--- config.mk ---
export PLATFORM = sky130hd
export DESIGN_NAME = pdsq_ram
export DESIGN_NICKNAME = d
export VERILOG_FILES = /design/src/rtl/core/pdsq_ram.sv
export SDC_FILE = /design/constraint.sdc
export NUM_CORES = 2
export LEC_CHECK = 0
export BUFFER_PORTS_ARGS = -buffer_cell sky130_fd_sc_hd__buf_2
export CAP_MARGIN = 20
export CELL_PAD_IN_SITES_DETAIL_PLACEMENT = 0
export CELL_PAD_IN_SITES_GLOBAL_PLACEMENT = 1
export CORE_AREA = 2 2 477 479
export DETAILED_ROUTE_END_ITERATION = 8
export DIE_AREA = 0 0 479 481
export PLACE_DENSITY = 0.66
export SKIP_CTS_REPAIR_TIMING = 1
export SYNTH_ARGS = -nofsm -noshare
export SYNTH_HDL_FRONTEND = slang
export SYNTH_SLANG_ARGS = --single-unit
--- constraint.sdc ---
create_clock -name clk -period 3.7 [get_ports clk]
set_clock_uncertainty 0.2 [all_clocks]
set_input_delay 0.74 -clock clk [delete_from_list [all_inputs] [get_ports clk]]
set_output_delay 0.74 -clock clk [all_outputs]
set_load 0.05 [all_outputs]
--- src/rtl/core/pdsq_ram.sv ---
`timescale 1ns / 1ps
module pdsq_ram #(
    parameter int WIDTH = 32,
    parameter int DEPTH = 64
) (
    input  logic                     clk,
    input  logic                     we,
    input  logic [$clog2(DEPTH)-1:0] waddr,
    input  logic [WIDTH-1:0]         wdata,
    input  logic [$clog2(DEPTH)-1:0] raddr,
    output logic [WIDTH-1:0]         rdata
);

    logic [WIDTH-1:0] mem [DEPTH];
    logic [WIDTH-1:0] rdata_reg;

    always_ff @(posedge clk)
    begin
        if (we)
        begin
            mem[waddr] <= wdata;
        end
        rdata_reg <= mem[raddr];
    end

    assign rdata = rdata_reg;

endmodule

==> impl_metrics.csv <==
group,metric,value,unit
global_routing,grt_pass1_wl,288900,um
placement,place_worst_setup_slack,56.83,ps
global_routing,use_met1,25.09,%
detailed_routing,drtIter0Drc,4681,
critical_path,path_delay_family,"flip-flops",
clock_network,numCtsBuffers,207,
yosys,postSynthAreaPerCell,23.62,um^2
layout,final_util,41.05,%
detailed_routing,viasPerCell,5.437,
floorplanning,die_area,230400,um^2
power,p_per_area,533.8,nW/um^2
global_routing,grt_pass1_vias,37600,
sta,max_freq,0.3474,GHz
clock_network,clock_latency,860,ps
floorplanning,fp-row-count,175,
critical_path,crit_buf_inv,1,
sta,slew_headroom,27.40,%
power,p_leak,28.76,nW
yosys,async_flop_share,0,%
critical_path,cp.arrival,1940,ps
run,drv_cap,0,
sta,finalHoldViolations,0,
yosys,ys_warn_count,0,
layout,fill_cells,19370,
placement,dpl-instance-area,85380,um^2
floorplanning,initial_utilization,34.78,%
detailed_routing,drt_first_pass_iters,7,
placement,numPortBuffers,77,
yosys,synth_cells,3324,
run_status,status,"finished, final reports clean",
floorplanning,die_w,479,um
global_routing,grt_max_degree,65,
yosys,mappedNetlistNets,3370,
layout,areaGrowthSynthToFinish,18.01,%
detailed_routing,vias,37470,
sta,setup_viol_count_final,0,
clock_network,root_buffer,"clkbuf_16",
floorplanning,die_h,481,um
critical_path,critPathCaptureType,"output port",
critical_path,critPathRequiredTime,2760,ps
critical_path,r2r_slack,1400,ps
detailed_routing,routedWlPerCell,30.18,um
critical_path,critPathLaunchType,"flop",
clock_network,clkTransAtPathRegs,60,ps
detailed_routing,post-route-drc-count,0,
power,max-vdd-ir-drop,0.4382,mV
sta,finalSetupTns,0,ps
global_routing,grtUsageTotal,17.88,%
hold_path,min-delay-path-class,"primary input to flop",
layout,final_area,92660,um^2
sta,worstMarginPinSlew,1089,ps
critical_path,slowest_delay,710,ps
critical_path,cp_num_cells,1,
global_routing,grt_remaining_overflow,0,
yosys,synth_area,78520,um^2
layout,nets,3747,
floorplanning,io_pins,78,
hold_path,whs_path_depth,1,
sta,final.setup.worst_slack,821.6,ps
floorplanning,core,225700,um^2
clock_network,cts.sink_count,2080,
clock_network,cts_tree,"built",
critical_path,timing_worst_setup_path_type,"flop to output port",
critical_path,cp_slowest_cell,"dfxtp_1",
clock_network,h-tree-depth,4,
layout,largest_register_ffs,2048,
global_routing,grt_antenna_before_repair,14,
global_routing,gr-usage-met3,3.568,%
sta,layout_min_cycle_time,2878,ps
yosys,synth_edf_count,2048,
detailed_routing,drtAntennaViolNets,0,
sta,rsz0062_at_grt,"no",
yosys,ys_ff_latch,2080,
sta,drv_slew,0,
detailed_routing,routed_wl,207900,um
placement,dp_hpwl,111100,um
layout,final_layout_size_suffix_gt1_share,32.19,%
critical_path,reg2regPathDepth,5,
power,p_total,49.46,mW
yosys,synth_cell_types,34,
yosys,yosysSeqAreaShare,79.14,%
global_routing,grt-busiest-layer,"met2",
sta,period_share,77.80,%
critical_path,cp_cell_sequence,"buf_2",
placement,gp_congestion,0.7544,
global_routing,grt_use_met2,28.08,%
yosys,synth_flop_cell,"edfxtp_1",
critical_path,cp_max_fo,1,
clock_network,cts_max_path_buffers,3,
## layer usage
metal | wire (um) | up-vias
met5 | 63 | -
met2 | 98430 | 1658
li1 | - | 15060
met1 | 85750 | 20450
met4 | 6437 | 10
met3 | 17270 | 294
## cell families after synthesis
kind of cell	count (synthesis)	share of synthesized area, %
AO/OA/AOI/OAI	202	1.673
buffers and inverters	182	1.128
flip-flops	2080	79.14
multiplexers	637	16.79
AND/OR/NAND/NOR	223	1.265
## metrics by stage
step / hold WS, ps / std cells
floorplan: 463.2 / 3324
global placement: 509.2 / 6468
detailed placement: 530.0 / 6468
CTS: 232.0 / 6847
global route: 6.566 / 6887
finish: 41.85 / 6891
## cell usage in the layout, fill, tap and decap left out, types with 4 or more instances in the layout
| cell | count |
|---|---|
| edfxtp_1 | 2048 |
| mux4_2 | 544 |
| clkbuf_16 | 209 |
| buf_4 | 138 |
| buf_12 | 126 |
| mux2i_1 | 93 |
| o22ai_1 | 84 |
| nor2_1 | 75 |
| buf_2 | 73 |
| a21oi_1 | 62 |
| nor2_4 | 62 |
| clkbuf_1 | 48 |
| clkinv_1 | 40 |
| clkinv_2 | 36 |
| dfxtp_1 | 32 |
| o221ai_1 | 27 |
| nand2_1 | 26 |
| bufinv_16 | 16 |
| nor2b_1 | 15 |
| a22oi_1 | 12 |
| diode_2 | 11 |
| clkbuf_8 | 9 |
| a311oi_1 | 8 |
| dlygate4sd3_1 | 8 |
| nand2b_1 | 7 |
| inv_6 | 7 |
| nand3b_1 | 5 |
| nor3_1 | 5 |
| nand3_1 | 5 |
| and3_1 | 4 |
| a41o_1 | 4 |
| o32ai_1 | 4 |
| clkinv_16 | 4 |
## cell type report
type                            count  area [um^2]  area share, %
Multi-Input combinational cell   1062        15980          17.25
Tap cell                         3009         3765          4.063
Clock buffer                      266         5534          5.973
Timing Repair Buffer              350         4088          4.412
Clock inverter                    113         1125          1.214
Sequential cell                  2080        62140          67.06
Antenna cell                       11        27.53        0.02971
## worst paths after layout
path               startpoint    endpoint
setup / recovery    rdata[23]   rdata[23]
setup reg to reg  mem[63][18]   rdata[18]
hold / removal      wdata[23]  mem[9][23]
hold reg to reg   mem[29][20]   rdata[20]
## cell usage after synthesis, types with 2 or more instances
library cell / n / area [um^2]
o32ai_1: 4 / 35.03
or3_1: 3 / 18.77
and2_1: 2 / 12.51
mux4_2: 544 / 12250
o22ai_1: 84 / 525.5
buf_2: 57 / 285.3
nor2b_1: 15 / 93.84
buf_4: 25 / 187.7
or3b_1: 2 / 17.52
edfxtp_1: 2048 / 61500
clkbuf_1: 74 / 277.8
nand3b_1: 5 / 37.54
nand2b_1: 8 / 50.05
o221ai_1: 27 / 236.5
nor2_1: 137 / 514.2
dfxtp_1: 32 / 640.6
nor3_1: 7 / 35.03
a21oi_1: 62 / 310.3
and3_1: 4 / 25.02
mux2i_1: 93 / 930.9
a22oi_1: 12 / 90.09
a311oi_1: 8 / 70.07
or3b_2: 3 / 26.28
nand3_1: 5 / 25.02
nand4_1: 2 / 12.51
nand2_1: 26 / 97.59
buf_6: 5 / 56.30
buf_1: 21 / 78.83
a41o_1: 4 / 40.04
## where the power goes
group          total [mW]  switching [mW]  leakage, nW  internal [mW]
sequential           26.2           0.131         18.7           26.1
combinational        2.68            1.63         6.81           1.06
clock                20.6            8.86         3.26           11.7
total                49.5            10.6         28.8           38.8
(Power assumes the default switching activity.)
