## src/rtl/core/pdsq_pkg.sv

```systemverilog
`timescale 1ns / 1ps
package pdsq_pkg;

    localparam int DEPTH_W = 32;
    localparam int SLOT_W  = 6;
    localparam int KIND_W  = 2;

    // input selector
    localparam logic CMD_PUSH  = 1'b0;
    localparam logic CMD_FLUSH = 1'b1;

    // result kinds
    localparam logic [KIND_W-1:0] KIND_ACCEPT = 2'd0;
    localparam logic [KIND_W-1:0] KIND_REJECT = 2'd1;
    localparam logic [KIND_W-1:0] KIND_SORTED = 2'd2;
    localparam logic [KIND_W-1:0] KIND_EMPTY  = 2'd3;

    // one entry held by a sort cell
    typedef struct packed {
        logic                      valid;
        logic [SLOT_W-1:0]         slot;
        logic signed [DEPTH_W-1:0] depth;
    } entry_t;

    // broadcast control for the cell chain
    typedef struct packed {
        logic insert;
        logic drain;
        logic ascending;
    } chain_ctrl_t;

endpackage

```

## src/rtl/core/pdsq_cell.sv

```systemverilog
`timescale 1ns / 1ps
module pdsq_cell
    import pdsq_pkg::*;
(
    input  logic        clk,
    input  logic        rst_n,
    input  chain_ctrl_t ctrl,
    input  entry_t      new_entry,
    input  entry_t      prev_entry,
    input  logic        prev_goes,
    input  entry_t      next_entry,
    output entry_t      entry,
    output logic        goes
);

    entry_t entry_reg;
    entry_t entry_next;
    logic   ahead;

    // strict compare keeps equal depths in arrival order
    assign ahead = ctrl.ascending ? (new_entry.depth < entry_reg.depth)
                                  : (new_entry.depth > entry_reg.depth);
    assign goes  = !entry_reg.valid || ahead;

    always_comb
    begin
        entry_next = entry_reg;
        if (ctrl.drain)
        begin
            entry_next = next_entry;
        end
        else if (ctrl.insert && goes)
        begin
            entry_next = prev_goes ? prev_entry : new_entry;
        end
    end

    always_ff @(posedge clk or negedge rst_n)
    begin
        if (!rst_n)
        begin
            entry_reg <= '0;
        end
        else
        begin
            entry_reg <= entry_next;
        end
    end

    assign entry = entry_reg;

endmodule

```

## config.mk

```make
export PLATFORM = sky130hd
export DESIGN_NAME = pdsq_cell
export DESIGN_NICKNAME = d
export VERILOG_FILES = /design/src/rtl/core/pdsq_pkg.sv /design/src/rtl/core/pdsq_cell.sv
export SDC_FILE = /design/constraint.sdc
export NUM_CORES = 1
export LEC_CHECK = 0
export ABC_AREA = 1
export BUFFER_PORTS_ARGS = -buffer_cell sky130_fd_sc_hd__buf_4
export CAP_MARGIN = 20
export CORE_AREA = 2 2 96 80
export CTS_CLUSTER_DIAMETER = 40
export CTS_CLUSTER_SIZE = 12
export DETAILED_ROUTE_END_ITERATION = 6
export DIE_AREA = 0 0 98 82
export PLACE_DENSITY = 0.81
export SYNTH_ARGS = -nofsm -noshare
export SYNTH_HDL_FRONTEND = slang
export SYNTH_SLANG_ARGS = --single-unit
```

## constraint.sdc

```tcl
create_clock -name clk -period 2.9 [get_ports clk]
set_input_delay 0.58 -clock clk [delete_from_list [all_inputs] [get_ports clk]]
set_output_delay 0.58 -clock clk [all_outputs]
set_load 0.02 [all_outputs]
```

==> metrics.log <==
INFO  metric design.portCount = 163
INFO  metric worst_ir_drop_vdd = roughly 230 µV
INFO  metric antenna_cells = 0
INFO  metric synth-edff-count = 0
INFO  metric fin_worst_skew = 0.00915 ns
INFO  metric crit_path_end_kind = output pin
INFO  metric synthesis.area_per_instance = 7.23 µm²
INFO  metric cts_tree = yes
INFO  metric synth_mux_area_share = a little under an eighth
INFO  metric worstMarginPinSlew = 0.651 ns
INFO  metric placed_area = 4500 µm²
INFO  metric critPathKind = flip-flop to output pin
INFO  metric post-layout-total-power = 1.99 mW
INFO  metric netlist_area = 3250 µm²
INFO  metric utilization = approximately two thirds
INFO  metric cts.htree.levels = 2
INFO  metric finished_layout_cell_area = between 4000 and 5000 µm²
INFO  metric synth.lib_cells_used.distinct = 22
INFO  metric worstPathMaxFanout = 5
INFO  metric worst_setup_path_start_kind = flip-flop
INFO  metric final_max_slew_viol_count = 0
INFO  metric nets = 757
INFO  metric die_h = roughly 82 µm
INFO  metric routed-via-count = 3456
INFO  metric clk_pin_slew = 0.08 ns
INFO  metric ys.flop_type = sky130_fd_sc_hd__dfrtp_1
INFO  metric cts.path.max_buffers = 2
INFO  metric route.antenna.remaining_nets = 0
INFO  metric cts_sinks = 39
INFO  metric synth.area.top_cells = sky130_fd_sc_hd__dfrtp_1 (30%), sky130_fd_sc_hd__nand2_1 (18%), sky130_fd_sc_hd__ha_1 (12%)
INFO  metric initialDrtViolationCount = 120
INFO  metric p_leak = 2.65 nW
INFO  metric power-per-cell-area = 427 nW/µm²
INFO  metric detail_route.first_pass.iterations = 4
INFO  metric required = 2.32 ns
INFO  metric initial_standard_cell_utilization_of_the_core = between 40% and 50%
INFO  metric grt_start_max_net_pins = 43
INFO  metric area.growth.synth_to_final = 42.9%
INFO  metric commonest_cells_after_routing_fill_and_taps_aside = sky130_fd_sc_hd__buf_4 (170), sky130_fd_sc_hd__nand2_1 (152), sky130_fd_sc_hd__nand3_1 (42), sky130_fd_sc_hd__o21ai_0 (42), sky130_fd_sc_hd__inv_1 (40)
INFO  metric final_common_cell = sky130_fd_sc_hd__buf_4
INFO  metric syn_nets = 605
INFO  metric asyncSetResetFlopFracSynth = between 90% and 100%
INFO  metric grt_pass1_vias = 3166
INFO  metric die_x = roughly 100 µm
INFO  metric final.setup.worst_slack = 0.163 ns
INFO  metric yosys.area_share.simple = between 20 and 30%
INFO  metric max_freq = between 300 and 400 MHz
INFO  metric finalWorstPathRequiredPeriod = 2.74 ns
INFO  metric yosysSeqAreaShare = 30.0%
INFO  metric clk_root_buffer_cell = sky130_fd_sc_hd__clkbuf_8
INFO  metric synthXorXnorAreaFrac = 0%
INFO  metric number_of_antenna_violations_at_the_first_check_in_global_routing = 0
INFO  metric tritoncts.num_buffers = 5
INFO  metric run_status = finished, final reports clean
INFO  metric max_slew_margin = 56.6%
INFO  metric min_period_over_period = ~94%
INFO  metric dieArea = approximately 8000 µm²
INFO  metric wl_per_cell = between 10 and 15 µm
INFO  metric gpl.final_weighted_congestion = approximately 0.83
INFO  metric final.fill_count = 619
INFO  metric avgViaCountPerCell = ~5.0
INFO  metric placement_rows = 28
INFO  metric finalHoldViolations = 0
INFO  metric clock_insertion_delay_worst_skew = a little under 0.3 ns
INFO  metric synth-compound-area-share = 9.85%
INFO  metric numPlacedInstances = roughly 680
INFO  metric grt_first_pass_wirelength = between 10000 and 15000 µm
INFO  metric fin_cells = 693
INFO  metric report.final.setup_viol = 0
INFO  metric synth_adder_area_share = 12.3%
INFO  metric synthesis.yosys.warnings = 0
INFO  metric share_of_layout_cells_above_drive_strength_1 = 30.7%
INFO  metric postSynthCellCount = 450
INFO  metric cts_hold_buffers = 0
INFO  metric dp_hpwl = 6980 µm
INFO  metric largest_reg_flops = 39
INFO  metric drt_wl_total = slightly above 9000 µm
INFO  metric grt_overflow_total = 0
INFO  metric holdCritPathClass = primary input to async pin
INFO  metric groute.usage.overall = 22.1%
INFO  metric synth_top_cell_area_share = a little under a third
INFO  metric synth_top_family_by_area = simple AND/OR/NAND/NOR gates
INFO  metric max_cap_violations = 0
INFO  metric final.setup.tns = 0 ns
INFO  metric critPathArrivalTime = between 2 and 2.5 ns
INFO  metric synth.largest_area_cell = sky130_fd_sc_hd__dfrtp_1
INFO  metric dp_worst_setup_slack = 0.151 ns
INFO  metric drt_drc = 0
INFO  metric count_of_input_and_output_buffers = about 160
INFO  metric fin_hold_ws = 0.255 ns
INFO  metric synth-seq-cells = 39
INFO  metric coreArea = slightly above 7000 µm²
-- power by group --
group / switching, mW / internal [mW] / total (mW)
combinational: 0.479 / 0.412 / 0.891
sequential: 0.0657 / 0.623 / 0.689
clock: 0.189 / 0.217 / 0.406
-- worst max-delay path, stage by stage, from the launching register on --
cell	delay, ns
sky130_fd_sc_hd__dfrtp_1	0.36
sky130_fd_sc_hd__inv_1	0.08
sky130_fd_sc_hd__ha_4	0.30
sky130_fd_sc_hd__nand2_1	0.07
sky130_fd_sc_hd__nor2_1	0.13
sky130_fd_sc_hd__and2_1	0.18
sky130_fd_sc_hd__and3_1	0.18
sky130_fd_sc_hd__nand2_1	0.09
sky130_fd_sc_hd__nand2_1	0.08
sky130_fd_sc_hd__nand2_1	0.06
sky130_fd_sc_hd__nand3_2	0.07
sky130_fd_sc_hd__nand3_4	0.09
sky130_fd_sc_hd__buf_4	0.17
-- cells in the mapped netlist (3+ instances only) --
cell type,n
sky130_fd_sc_hd__nand2_1,152
sky130_fd_sc_hd__buf_6,3
sky130_fd_sc_hd__dfrtp_1,39
sky130_fd_sc_hd__a21oi_1,16
sky130_fd_sc_hd__clkbuf_1,18
sky130_fd_sc_hd__ha_1,32
sky130_fd_sc_hd__mux2i_1,38
sky130_fd_sc_hd__nor2_1,11
sky130_fd_sc_hd__o21ai_0,42
sky130_fd_sc_hd__buf_2,4
sky130_fd_sc_hd__nand3_1,42
sky130_fd_sc_hd__inv_1,40
-- path summary, 6_finish.rpt --
| kind | slack, ns | cells past startpoint | to | startpoint |
|---|---|---|---|---|
| min in group clk | 0.53 | 2 | entry[36]$_DFFE_PN0P_ | entry[36]$_DFFE_PN0P_ |
| min | 0.26 | 1 | entry[10]$_DFFE_PN0P_ | rst_n |
| max reg2reg | 0.50 | 16 | entry[35]$_DFFE_PN0P_ | entry[31]$_DFFE_PN0P_ |
| min reg2reg | 0.53 | 2 | entry[36]$_DFFE_PN0P_ | entry[36]$_DFFE_PN0P_ |
| max | 0.16 | 12 | goes | entry[31]$_DFFE_PN0P_ |
| max in group asynchronous | 2.27 | 1 | entry[0]$_DFFE_PN0P_ | rst_n |
-- kinds of logic after synthesis --
logic type,count (synthesis)
mux,38
buf+inv,66
compound gates,62
flops,39
simple gates,213
fa+ha+maj,32
-- final cells by class --
cell class                 instances  area [µm²]  share of cell area (%)
multi-input combinational        345        2010                    43.3
timing repair buffer             171        1300                    27.9
sequential                        39         976                    21.0
inverter                          40         150                    3.23
tap                               90         113                    2.42
clock buffer                       8         100                    2.15
-- repair_timing --
item	in CTS	in global routing
setup endpoints to repair	0	1
gates resized for setup	0	2
endpoints found under the hold margin	0	0
buffers inserted	0	4
-- layer usage --
| layer | global-route usage, % | wire [µm] | vias up |
|---|---|---|---|
| met5 | 0 | 0 | - |
| met1 | 28.8 | 4050 | 1556 |
| li1 | - | - | 1774 |
| met3 | 4.43 | 596 | 7 |
| met2 | 39.0 | 4510 | 119 |
| met4 | 3.61 | 76 | 0 |
Power figures use the tool's default switching activity.
