===== src/rtl/core/pdsq_pkg.sv =====
`timescale 1ns / 1ps
package pdsq_pkg;

    localparam int DEPTH_W = 32;
    localparam int SLOT_W  = 6;
    localparam int KIND_W  = 2;

    // input selector
    localparam logic CMD_PUSH  = 1'b0;
    localparam logic CMD_FLUSH = 1'b1;

    // result kinds
    localparam logic [KIND_W-1:0] KIND_ACCEPT = 2'd0;
    localparam logic [KIND_W-1:0] KIND_REJECT = 2'd1;
    localparam logic [KIND_W-1:0] KIND_SORTED = 2'd2;
    localparam logic [KIND_W-1:0] KIND_EMPTY  = 2'd3;

    // one entry held by a sort cell
    typedef struct packed {
        logic                      valid;
        logic [SLOT_W-1:0]         slot;
        logic signed [DEPTH_W-1:0] depth;
    } entry_t;

    // broadcast control for the cell chain
    typedef struct packed {
        logic insert;
        logic drain;
        logic ascending;
    } chain_ctrl_t;

endpackage


===== src/rtl/core/pdsq_avg.sv =====
`timescale 1ns / 1ps
module pdsq_avg
    import pdsq_pkg::*;
(
    input  logic                      clk,
    input  logic                      rst_n,
    input  logic                      start,
    input  logic [1:0]                prim_type,
    input  logic signed [DEPTH_W-1:0] depth_a,
    input  logic signed [DEPTH_W-1:0] depth_b,
    input  logic signed [DEPTH_W-1:0] depth_c,
    input  logic signed [DEPTH_W-1:0] depth_d,
    output logic                      done,
    output logic signed [DEPTH_W-1:0] average
);

    localparam int SUM_W  = DEPTH_W + 2;
    localparam int DVD_W  = 40;          // sum magnitude padded to whole bytes
    localparam int ITERS  = DVD_W / 8;

    typedef enum logic [1:0] {DV_IDLE, DV_LOAD, DV_RUN} dv_state_t;

    dv_state_t                 state_reg;
    logic signed [SUM_W-1:0]   sum_reg;
    logic [DVD_W-1:0]          dvd_reg;
    logic [DVD_W-1:0]          quo_reg;
    logic [2:0]                rem_reg;
    logic [2:0]                div_reg;
    logic [2:0]                iter_reg;
    logic                      neg_reg;
    logic                      done_reg;

    logic signed [SUM_W-1:0]   sum_next;
    logic [SUM_W-1:0]          mag;
    logic [7:0]                q8;
    logic [2:0]                rem_next;

    // unused vertices contribute nothing
    always_comb
    begin
        sum_next = SUM_W'(depth_a);
        if (prim_type >= 2'd1)
        begin
            sum_next = sum_next + SUM_W'(depth_b);
        end
        if (prim_type >= 2'd2)
        begin
            sum_next = sum_next + SUM_W'(depth_c);
        end
        if (prim_type >= 2'd3)
        begin
            sum_next = sum_next + SUM_W'(depth_d);
        end
    end

    assign mag = sum_reg[SUM_W-1] ? (~sum_reg + SUM_W'(1)) : sum_reg;

    // eight restoring steps per cycle, MSB first
    always_comb
    begin
        logic [3:0] t;
        logic [2:0] r;
        r  = rem_reg;
        q8 = '0;
        for (int k = 7; k >= 0; k--)
        begin
            t = {r, dvd_reg[DVD_W-8+k]};
            if (t >= {1'b0, div_reg})
            begin
                t     = t - {1'b0, div_reg};
                q8[k] = 1'b1;
            end
            r = t[2:0];
        end
        rem_next = r;
    end

    always_ff @(posedge clk or negedge rst_n)
    begin
        if (!rst_n)
        begin
            state_reg <= DV_IDLE;
            iter_reg  <= '0;
            done_reg  <= 1'b0;
        end
        else
        begin
            done_reg <= 1'b0;
            case (state_reg)
                DV_IDLE:
                begin
                    if (start)
                    begin
                        state_reg <= DV_LOAD;
                    end
                end
                DV_LOAD:
                begin
                    iter_reg  <= '0;
                    state_reg <= DV_RUN;
                end
                DV_RUN:
                begin
                    iter_reg <= iter_reg + 3'd1;
                    if (iter_reg == 3'(ITERS - 1))
                    begin
                        done_reg  <= 1'b1;
                        state_reg <= DV_IDLE;
                    end
                end
                default:
                begin
                    state_reg <= DV_IDLE;
                end
            endcase
        end
    end

    always_ff @(posedge clk)
    begin
        case (state_reg)
            DV_IDLE:
            begin
                if (start)
                begin
                    sum_reg <= sum_next;
                    div_reg <= 3'(prim_type) + 3'd1;
                end
            end
            DV_LOAD:
            begin
                dvd_reg <= {{(DVD_W-SUM_W){1'b0}}, mag};
                neg_reg <= sum_reg[SUM_W-1];
                rem_reg <= '0;
                quo_reg <= '0;
            end
            DV_RUN:
            begin
                dvd_reg <= {dvd_reg[DVD_W-9:0], 8'h00};
                quo_reg <= {quo_reg[DVD_W-9:0], q8};
                rem_reg <= rem_next;
            end
            default:
            begin
                rem_reg <= rem_reg;
            end
        endcase
    end

    // truncation toward zero: divide the magnitude, then restore the sign
    assign done    = done_reg;
    assign average = neg_reg ? -quo_reg[DEPTH_W-1:0] : quo_reg[DEPTH_W-1:0];

endmodule


===== config.mk =====
export PLATFORM = sky130hd
export DESIGN_NAME = pdsq_avg
export DESIGN_NICKNAME = d
export VERILOG_FILES = /design/src/rtl/core/pdsq_pkg.sv /design/src/rtl/core/pdsq_avg.sv
export SDC_FILE = /design/constraint.sdc
export NUM_CORES = 1
export LEC_CHECK = 0
export CAP_MARGIN = 10
export CORE_ASPECT_RATIO = 1.5
export CORE_MARGIN = 2
export CORE_UTILIZATION = 36
export DETAILED_ROUTE_END_ITERATION = 10
export DONT_BUFFER_PORTS = 1
export MAX_ROUTING_LAYER = met4
export PLACE_DENSITY = 0.51
export SLEW_MARGIN = 20
export SYNTH_ARGS = -nofsm -noshare
export SYNTH_HDL_FRONTEND = slang
export SYNTH_SLANG_ARGS = --single-unit

===== constraint.sdc =====
create_clock -name clk -period 11.9 [get_ports clk]
set_input_delay 2.38 -clock clk [delete_from_list [all_inputs] [get_ports clk]]
set_output_delay 2.38 -clock clk [all_outputs]
set_load 0.05 [all_outputs]

==> results.cfg, run 1 <==
[route]
routed_wirelength_um = 32000
detail_routed_via_count_per_cell = 5.41
violation_count_after_the_first_detailed_routing_iteration = 420
post_drt_wl_per_cell_um = 16.7
drtPass1Iterations = 5
total_number_of_vias = 10300
drc = 0
drtAntennaViolNets = 0

[clock_tree]
clockBufferDepth = 2
cts.root.buffer_cell = clkbuf_16
cts_htree_levels = 4
cts_setup_buffers = 0
number_of_buffers_created_by_cts = 17
holdBufCountCts = 0
worstSkewPairLatency_ns = 0.41
cts.sink_count = 119
cts.clk_slew.worst_paths_ns = 0.05
cts_tree = yes

[logic_synthesis]
synthesis.area_per_instance_um2 = 8.80
async_reset_ff_frac = 0.0504
synth_edf_count = 113
yosys_register_bits = 119
synth_seq_area_share = 0.280
synthesis.nets = 1717
synth_cell_types = 79
ys.warnings.count = 0
synth_ff_type = edfxtp_1
postSynthCellCount = 1439
syn_area_um2 = 12700

[sta]
slew-limit-headroom = 0.240
worst_slew_pin_slew_ns = 1.13
total_negative_setup_slacks_ns = 0
maximum_achievable_frequency_ghz = 0.0909
final.setup_skew_ns = 0.00719
post-route-min-period_ns = 11.00
final.period_utilization = 0.924
setup_viol = 0
maxSlewViolCount = 0
final.setup.worst_slack_ns = 0.902
hold_viol_final = 0
rsz0062_at_grt = false

[critical_path]
critical_path.reg2reg.endpoint = rem_reg[2]$_SDFFCE_PN0P_
setup.worst_path.end_class = register
slowest_delay_ns = 0.44
cpMostUsedCell = nand2_1
largest_fanout_on_the_critical_path = 8
rr_worst_depth = 54
cp_data_required_time_ns = 12.05
worst_r2r_startpoint = div_reg[0]$_DFFE_PP_
start_kind = register
register_to_register_setup_slack_ns = 0.90
worst-setup-path-type = register to register
cp.arrival_ns = 11.15
critPathSlowestCell = fa_1

[placement]
place.port_buffers = 0
detailedPlacementHpwl_um = 25800
gpl.final_weighted_congestion = 0.858
dp_slack_ns = 0.564

[grt]
grt_max_degree = 82
initial_antenna_violation_count = 1
grt.total_usage = 0.179
first_pass_grt_wire_length_um = 50900
first_global_vias = 10300
globalRoute.totalOverflow = 0

[die]
ios = 166
die-area_um2 = 36700
fp.dieH_um = 234
die_width_um = 157
core_um2 = 34900
effective_utilization_at_floorplan = 0.363
std_cell_rows = 84

[run]
timing.max_cap.violations = 0

[layout]
finish.net_count = 1703
most-common-layout-cells = 159 x nand2_1, 130 x ha_1, 121 x o21ai_0
mostFrequentLayoutCell = nand2_1
final_layout_size_suffix_gt1_frac = 0.0758
largest_register_ffs = 40
flow.area_growth_from_synthesis_pct = 9.12

[hold_path]
worst_hold_startpoint = dvd_reg[18]$_DFFE_PP_
timing.hold.worst_path_depth = 2
min_path_type = register to register
hold_path_end = dvd_reg[26]$_DFFE_PP_

[run_status]
result_of_the_run = complete, no violations
[layout make-up]
cell class	count	area, µm²
fillers	3579	21100
multi-input cells	1214	8760
flip-flops and latches	119	3540
well taps	473	592
clock buffers	20	447
inverters	63	236
clock inverters	12	155
repair buffers	10	75.1
diodes	1	2.50
[timing repair]
action,CTS,global route
resized for setup,0,7
hold endpoints to repair,0,0
setup endpoints to repair,0,4
[how the worst max path moves through the flow]
stage,startpoint,endpoint,slack [ns],depth (start not counted)
floorplan,div_reg[1]$_DFFE_PP_,rem_reg[0]$_SDFFCE_PN0P_,1.25,54
global route,div_reg[0]$_DFFE_PP_,rem_reg[1]$_SDFFCE_PN0P_,0.01,55
finish,div_reg[0]$_DFFE_PP_,rem_reg[2]$_SDFFCE_PN0P_,0.90,54
global placement,div_reg[0]$_DFFE_PP_,rem_reg[0]$_SDFFCE_PN0P_,0.82,55
detailed placement,div_reg[0]$_DFFE_PP_,rem_reg[2]$_SDFFCE_PN0P_,0.56,56
CTS,div_reg[0]$_DFFE_PP_,rem_reg[2]$_SDFFCE_PN0P_,0.50,56
[worst max-delay path, delay by kind of cell (launching register included)]
kind	cells	cell delay (ns)
fa+ha+maj	9	2.90
compound gates	18	3.34
flops	1	0.32
simple gates	14	1.79
mux	7	1.79
buf+inv	6	0.54
[routing by layer]
| layer | wire, µm | vias up | GRT usage |
|---|---|---|---|
| li1 | - | 5267 | - |
| met1 | 12400 | 4807 | 0.178 |
| met2 | 17200 | 211 | 0.347 |
| met3 | 1470 | 54 | 0.0312 |
| met4 | 834 | 0 | 0.0611 |
| met5 | 0 | - | - |
[stage by stage]
step	cells	area [µm²]	util	hold WS, ns
5_1_grt	1912	13800	0.396	0.552
3_3_place_gp	1879	13200	0.378	0.510
6_report	1912	13800	0.396	0.521
3_5_place_dp	1879	13200	0.378	0.511
4_1_cts	1911	13800	0.395	0.524
2_1_floorplan	1439	12700	-	0.424
[Yosys cell counts (all sizes together) (9+ instances only)]
cell	n	area share
and2	40	0.020
xnor2	96	0.066
and3	10	0.0049
clkbuf	39	0.012
inv	62	0.018
a21o	60	0.036
o41ai	13	0.0090
mux2	40	0.036
nand2	159	0.047
o21ai	126	0.050
nor3	23	0.011
o21a	16	0.0095
ha	134	0.13
o21bai	14	0.0083
o31ai	24	0.014
nor2	77	0.023
a31oi	13	0.0064
nand2b	20	0.0099
fa	11	0.017
nand4	9	0.0044
or3	12	0.0059
a21oi	102	0.040
nor2b	9	0.0044
xor2	58	0.040
mux2i	15	0.013
or4	13	0.0077
nand3	33	0.013
edfxtp	113	0.27
[cells by family (layout without fill, tap and decap cells)]
group | after synthesis | count (layout) | synth area share
other cells | 0 | 1 | 0
fa+ha+maj | 145 | 145 | 0.150
xor+xnor | 154 | 154 | 0.107
simple gates | 431 | 431 | 0.167
mux | 55 | 55 | 0.0490
compound gates | 429 | 429 | 0.216
buf+inv | 106 | 105 | 0.0318
flops | 119 | 119 | 0.280
Power of run 1 is not shown: default switching activity piles up to over one toggle a cycle in this logic, so the estimate is an artifact.
==> run 2, diff against run 1 <==
--- a/config.mk
+++ b/config.mk
@@ -8,11 +8,11 @@
 export CAP_MARGIN = 10
 export CORE_ASPECT_RATIO = 1.5
 export CORE_MARGIN = 2
-export CORE_UTILIZATION = 36
+export CORE_UTILIZATION = 50
 export DETAILED_ROUTE_END_ITERATION = 10
 export DONT_BUFFER_PORTS = 1
 export MAX_ROUTING_LAYER = met4
-export PLACE_DENSITY = 0.51
+export PLACE_DENSITY = 0.66
 export SLEW_MARGIN = 20
 export SYNTH_ARGS = -nofsm -noshare
 export SYNTH_HDL_FRONTEND = slang
==> run 2 against run 1 <==
  * Global-route usage is 4.6 points higher
  * Sequential share of layout area is 0.27 points higher
  * Fmax up 0.41%
  * Critical endpoint is now rem_reg[0]$_SDFFCE_PN0P_
  * Largest cell class unchanged
==> results.cfg, run 2 (synthesis results as in run 1) <==
[critical_path]
worst-setup-path-type = register to register
largest_fanout_on_the_critical_path = 8
path_buf_inv = 7
setup.worst_path.end_class = register
critPathSlowestCell = fa_1
rr_worst_depth = 54
start_kind = register
cp_data_required_time_ns = 12.06
slowest_delay_ns = 0.43
cp.arrival_ns = 11.11
crit_family = compound AO/OA/AOI/OAI gates
worst-path-stages = 54

[route]
detail_routed_via_count_per_cell = 5.85
drtPass1Iterations = 5
total_number_of_vias = 10300
drtAntennaViolNets = 0
violation_count_after_the_first_detailed_routing_iteration = 589
routed_wirelength_um = 29500
post_drt_wl_per_cell_um = 16.7
drc = 0

[sta]
post-route-min-period_ns = 10.95
final.setup_skew_ns = 0.0147
maxSlewViolCount = 0
worst_slew_pin_slew_ns = 1.12
maximum_achievable_frequency_ghz = 0.0913
setup_viol = 0
hold_slack_ns = 0.530
slew-limit-headroom = 0.248
final.period_utilization = 0.920
hold_viol_final = 0

[clock_tree]
cts_htree_levels = 4
clockBufferDepth = 2
worstSkewPairLatency_ns = 0.42
cts_tree = yes
number_of_buffers_created_by_cts = 17
cts.clk_slew.worst_paths_ns = 0.06
cts.sink_count = 119
cts.root.buffer_cell = clkbuf_16

[layout]
mostFrequentLayoutCell = nand2_1
final_layout_size_suffix_gt1_frac = 0.0778
flow.area_growth_from_synthesis_pct = 8.01
largest_register_ffs = 40
finish.net_count = 1704
n_antenna_cell = 0
most-common-layout-cells = 159 x nand2_1, 130 x ha_1, 121 x o21ai_0

[die]
die_width_um = 134
ios = 166
effective_utilization_at_floorplan = 0.507
core_um2 = 25000
std_cell_rows = 71
fp.dieH_um = 199
die-area_um2 = 26600

[grt]
grt.total_usage = 0.226
first_global_vias = 10100
globalRoute.totalOverflow = 0
grt_max_degree = 86
initial_antenna_violation_count = 0
first_pass_grt_wire_length_um = 47500

[hold_path]
timing.hold.worst_path_depth = 1
min_path_type = register to register

[placement]
place.port_buffers = 0
detailedPlacementHpwl_um = 23600
gpl.final_weighted_congestion = 0.899

[run_status]
result_of_the_run = complete, no violations

[run]
timing.max_cap.violations = 0
-- run 2: changes by cell type in the layout (fill, tap and decap cells not counted), moves of 2 or more --
cell	change
inv_6	+3
clkinvlp_4	-5
clkbuf_1	-2
clkinv_4	+2
-- run 2: per-layer routing --
metal,global-route usage,share of wire,up-vias
li1,-,-,5276
met3,0.0487,0.047,35
met1,0.228,0.39,4818
met4,0.0599,0.020,0
met2,0.435,0.54,209
met5,-,0,-
-- run 2: area by class of cell --
| type | instances | area, µm² |
|---|---|---|
| Sequential cell | 119 | 3540 |
| Clock inverter | 13 | 191 |
| Timing Repair Buffer | 11 | 82.6 |
| Multi-Input combinational cell | 1214 | 8760 |
| Tap cell | 328 | 410 |
| Clock buffer | 19 | 453 |
| Fill cell | 2290 | 11300 |
| Inverter | 63 | 236 |
-- run 2: timing repair --
item                       in CTS  in global routing
setup endpoints to repair       0                  4
setup buffers                   0                  2
hold buffers                    0                  0
resized for setup               0                  6
-- run 2: metrics by stage --
step	util	setup WS (ns)	cells	cell area [µm²]	TNS, ns
after global routing	0.548	-0.0132	1767	13700	-0.0266
final	0.548	0.948	1767	13700	0
after global placement	0.521	0.985	1733	13000	0
after CTS	0.546	0.613	1765	13600	0
after detailed placement	0.521	0.670	1733	13000	0
after floorplan	-	1.25	1439	12700	0
-- run 2: worst paths after layout --
path | startpoint | endpoint | slack, ns
setup / recovery | div_reg[0]$_DFFE_PP_ | rem_reg[0]$_SDFFCE_PN0P_ | 0.95
hold / removal | dvd_reg[28]$_DFFE_PP_ | dvd_reg[36]$_SDFFCE_PN0P_ | 0.53
setup reg to reg | div_reg[0]$_DFFE_PP_ | rem_reg[0]$_SDFFCE_PN0P_ | 0.95
hold reg to reg | dvd_reg[28]$_DFFE_PP_ | dvd_reg[36]$_SDFFCE_PN0P_ | 0.53
max in group asynchronous | rst_n | state_reg[1]$_DFFE_PN0P_ | 10.17
min in group asynchronous | rst_n | iter_reg[1]$_DFFE_PN0P_ | 1.65
Power of run 2 is left out for the same reason.
==> run 3, diff against run 2 <==
--- a/config.mk
+++ b/config.mk
@@ -11,7 +11,6 @@
 export CORE_UTILIZATION = 50
 export DETAILED_ROUTE_END_ITERATION = 10
 export DONT_BUFFER_PORTS = 1
-export MAX_ROUTING_LAYER = met4
 export PLACE_DENSITY = 0.66
 export SLEW_MARGIN = 20
 export SYNTH_ARGS = -nofsm -noshare
==> run 3 against run 2 <==
  * Clock-buffer cell count unchanged
  * Largest cell class unchanged
  * Clock skew down 0.0063 ns
  * Fmax down 0.45%
==> results.cfg, run 3 (synthesis results as in run 1) <==
[sta]
maximum_achievable_frequency_ghz = 0.0909
hold_slack_ns = 0.526
worst_slew_pin_slew_ns = 1.12
slew-limit-headroom = 0.246
final.period_utilization = 0.924
final.setup_skew_ns = 0.00834
maxSlewViolCount = 0
rsz0062_at_grt = false
post-route-min-period_ns = 11.00
setup_viol = 0
hold_viol_final = 0
total_negative_setup_slacks_ns = 0

[grt]
first_global_vias = 10400
grt_max_degree = 82
grt.total_usage = 0.224
globalRoute.totalOverflow = 0
first_pass_grt_wire_length_um = 48700
initial_antenna_violation_count = 1

[placement]
gpl.final_weighted_congestion = 0.874
place.port_buffers = 0
detailedPlacementHpwl_um = 23700

[hold_path]
worst_hold_startpoint = dvd_reg[31]$_DFFE_PP_
min_path_type = register to register

[critical_path]
cp_data_required_time_ns = 12.06
worst_r2r_startpoint = div_reg[0]$_DFFE_PP_
start_kind = register
worst-setup-path-type = register to register
cpMostUsedCell = nand2_1
cp.arrival_ns = 11.16
largest_fanout_on_the_critical_path = 8
critPathSlowestCell = fa_1
setup.worst_path.end_class = register
setup.worst_path.start = div_reg[0]$_DFFE_PP_
slowest_delay_ns = 0.43

[run_status]
result_of_the_run = complete, no violations

[clock_tree]
cts_setup_buffers = 0
cts_tree = yes
worstSkewPairLatency_ns = 0.41
number_of_buffers_created_by_cts = 17
cts.root.buffer_cell = clkbuf_16
clockBufferDepth = 2
holdBufCountCts = 0
cts_htree_levels = 4
cts.clk_slew.worst_paths_ns = 0.06
cts.sink_count = 119

[die]
effective_utilization_at_floorplan = 0.507
ios = 166
core_um2 = 25000
die-area_um2 = 26600
die_width_um = 134
std_cell_rows = 71
fp.dieH_um = 199

[layout]
flow.area_growth_from_synthesis_pct = 7.33
final_layout_size_suffix_gt1_frac = 0.0738
final_core_density = 0.544
mostFrequentLayoutCell = nand2_1
n_antenna_cell = 0
finish.net_count = 1702
most-common-layout-cells = 159 x nand2_1, 130 x ha_1, 121 x o21ai_0
largest_register_ffs = 40

[route]
violation_count_after_the_first_detailed_routing_iteration = 459
drtPass1Iterations = 5
drtAntennaViolNets = 0
routed_wirelength_um = 29400
post_drt_wl_per_cell_um = 16.7
detail_routed_via_count_per_cell = 5.89
drc = 0
total_number_of_vias = 10400

[run]
timing.max_cap.violations = 0
[run 3: area by class of cell]
type                    instances  area [µm²]
fillers                      2344       11400
multi-input cells            1214        8750
flip-flops and latches        119        3540
clock buffers                  19         433
well taps                     328         410
inverters                      63         236
clock inverters                13         148
repair buffers                  9        67.6
[run 3: path summary, 6_finish.rpt]
| kind | to | slack (ns) | cells past startpoint |
|---|---|---|---|
| setup reg to reg | rem_reg[2]$_SDFFCE_PN0P_ | 0.90 | 55 |
| hold / removal | dvd_reg[39]$_SDFFCE_PN0P_ | 0.53 | 1 |
| min in group asynchronous | state_reg[0]$_DFFE_PN0P_ | 1.66 | 0 |
| hold reg to reg | dvd_reg[39]$_SDFFCE_PN0P_ | 0.53 | 1 |
| setup / recovery | rem_reg[2]$_SDFFCE_PN0P_ | 0.90 | 55 |
| max in group asynchronous | state_reg[1]$_DFFE_PN0P_ | 10.16 | 0 |
[run 3: worst max-delay path, delay by kind of cell, from the launching register on]
family | cells | cell delay [ns]
compound gates | 18 | 3.31
fa+ha+maj | 9 | 2.92
simple gates | 15 | 1.91
mux | 7 | 1.76
buf+inv | 6 | 0.54
flops | 1 | 0.32
[run 3: layer usage]
layer | track usage | vias to the layer above | share of wire | wire [µm]
met5 | 0 | - | 0.00044 | 13
met4 | 0.0812 | 2 | 0.029 | 854
met3 | 0.0548 | 58 | 0.055 | 1610
met2 | 0.438 | 246 | 0.54 | 15800
met1 | 0.228 | 4829 | 0.38 | 11200
li1 | - | 5269 | - | -
[run 3: repair_timing]
action / in CTS / in global routing
endpoints found under the setup margin: 0 / 4
gates resized for setup: 0 / 4
endpoints found under the hold margin: 0 / 0
[run 3: through the flow]
step / area [µm²] / instances / setup slack [ns]
4_1_cts: 13600 / 1765 / 0.739
2_1_floorplan: 12700 / 1439 / 1.25
6_report: 13600 / 1765 / 0.899
3_5_place_dp: 13000 / 1733 / 0.800
5_1_grt: 13600 / 1765 / 0.000719
3_3_place_gp: 13000 / 1733 / 0.989
Power of run 3 is left out for the same reason.
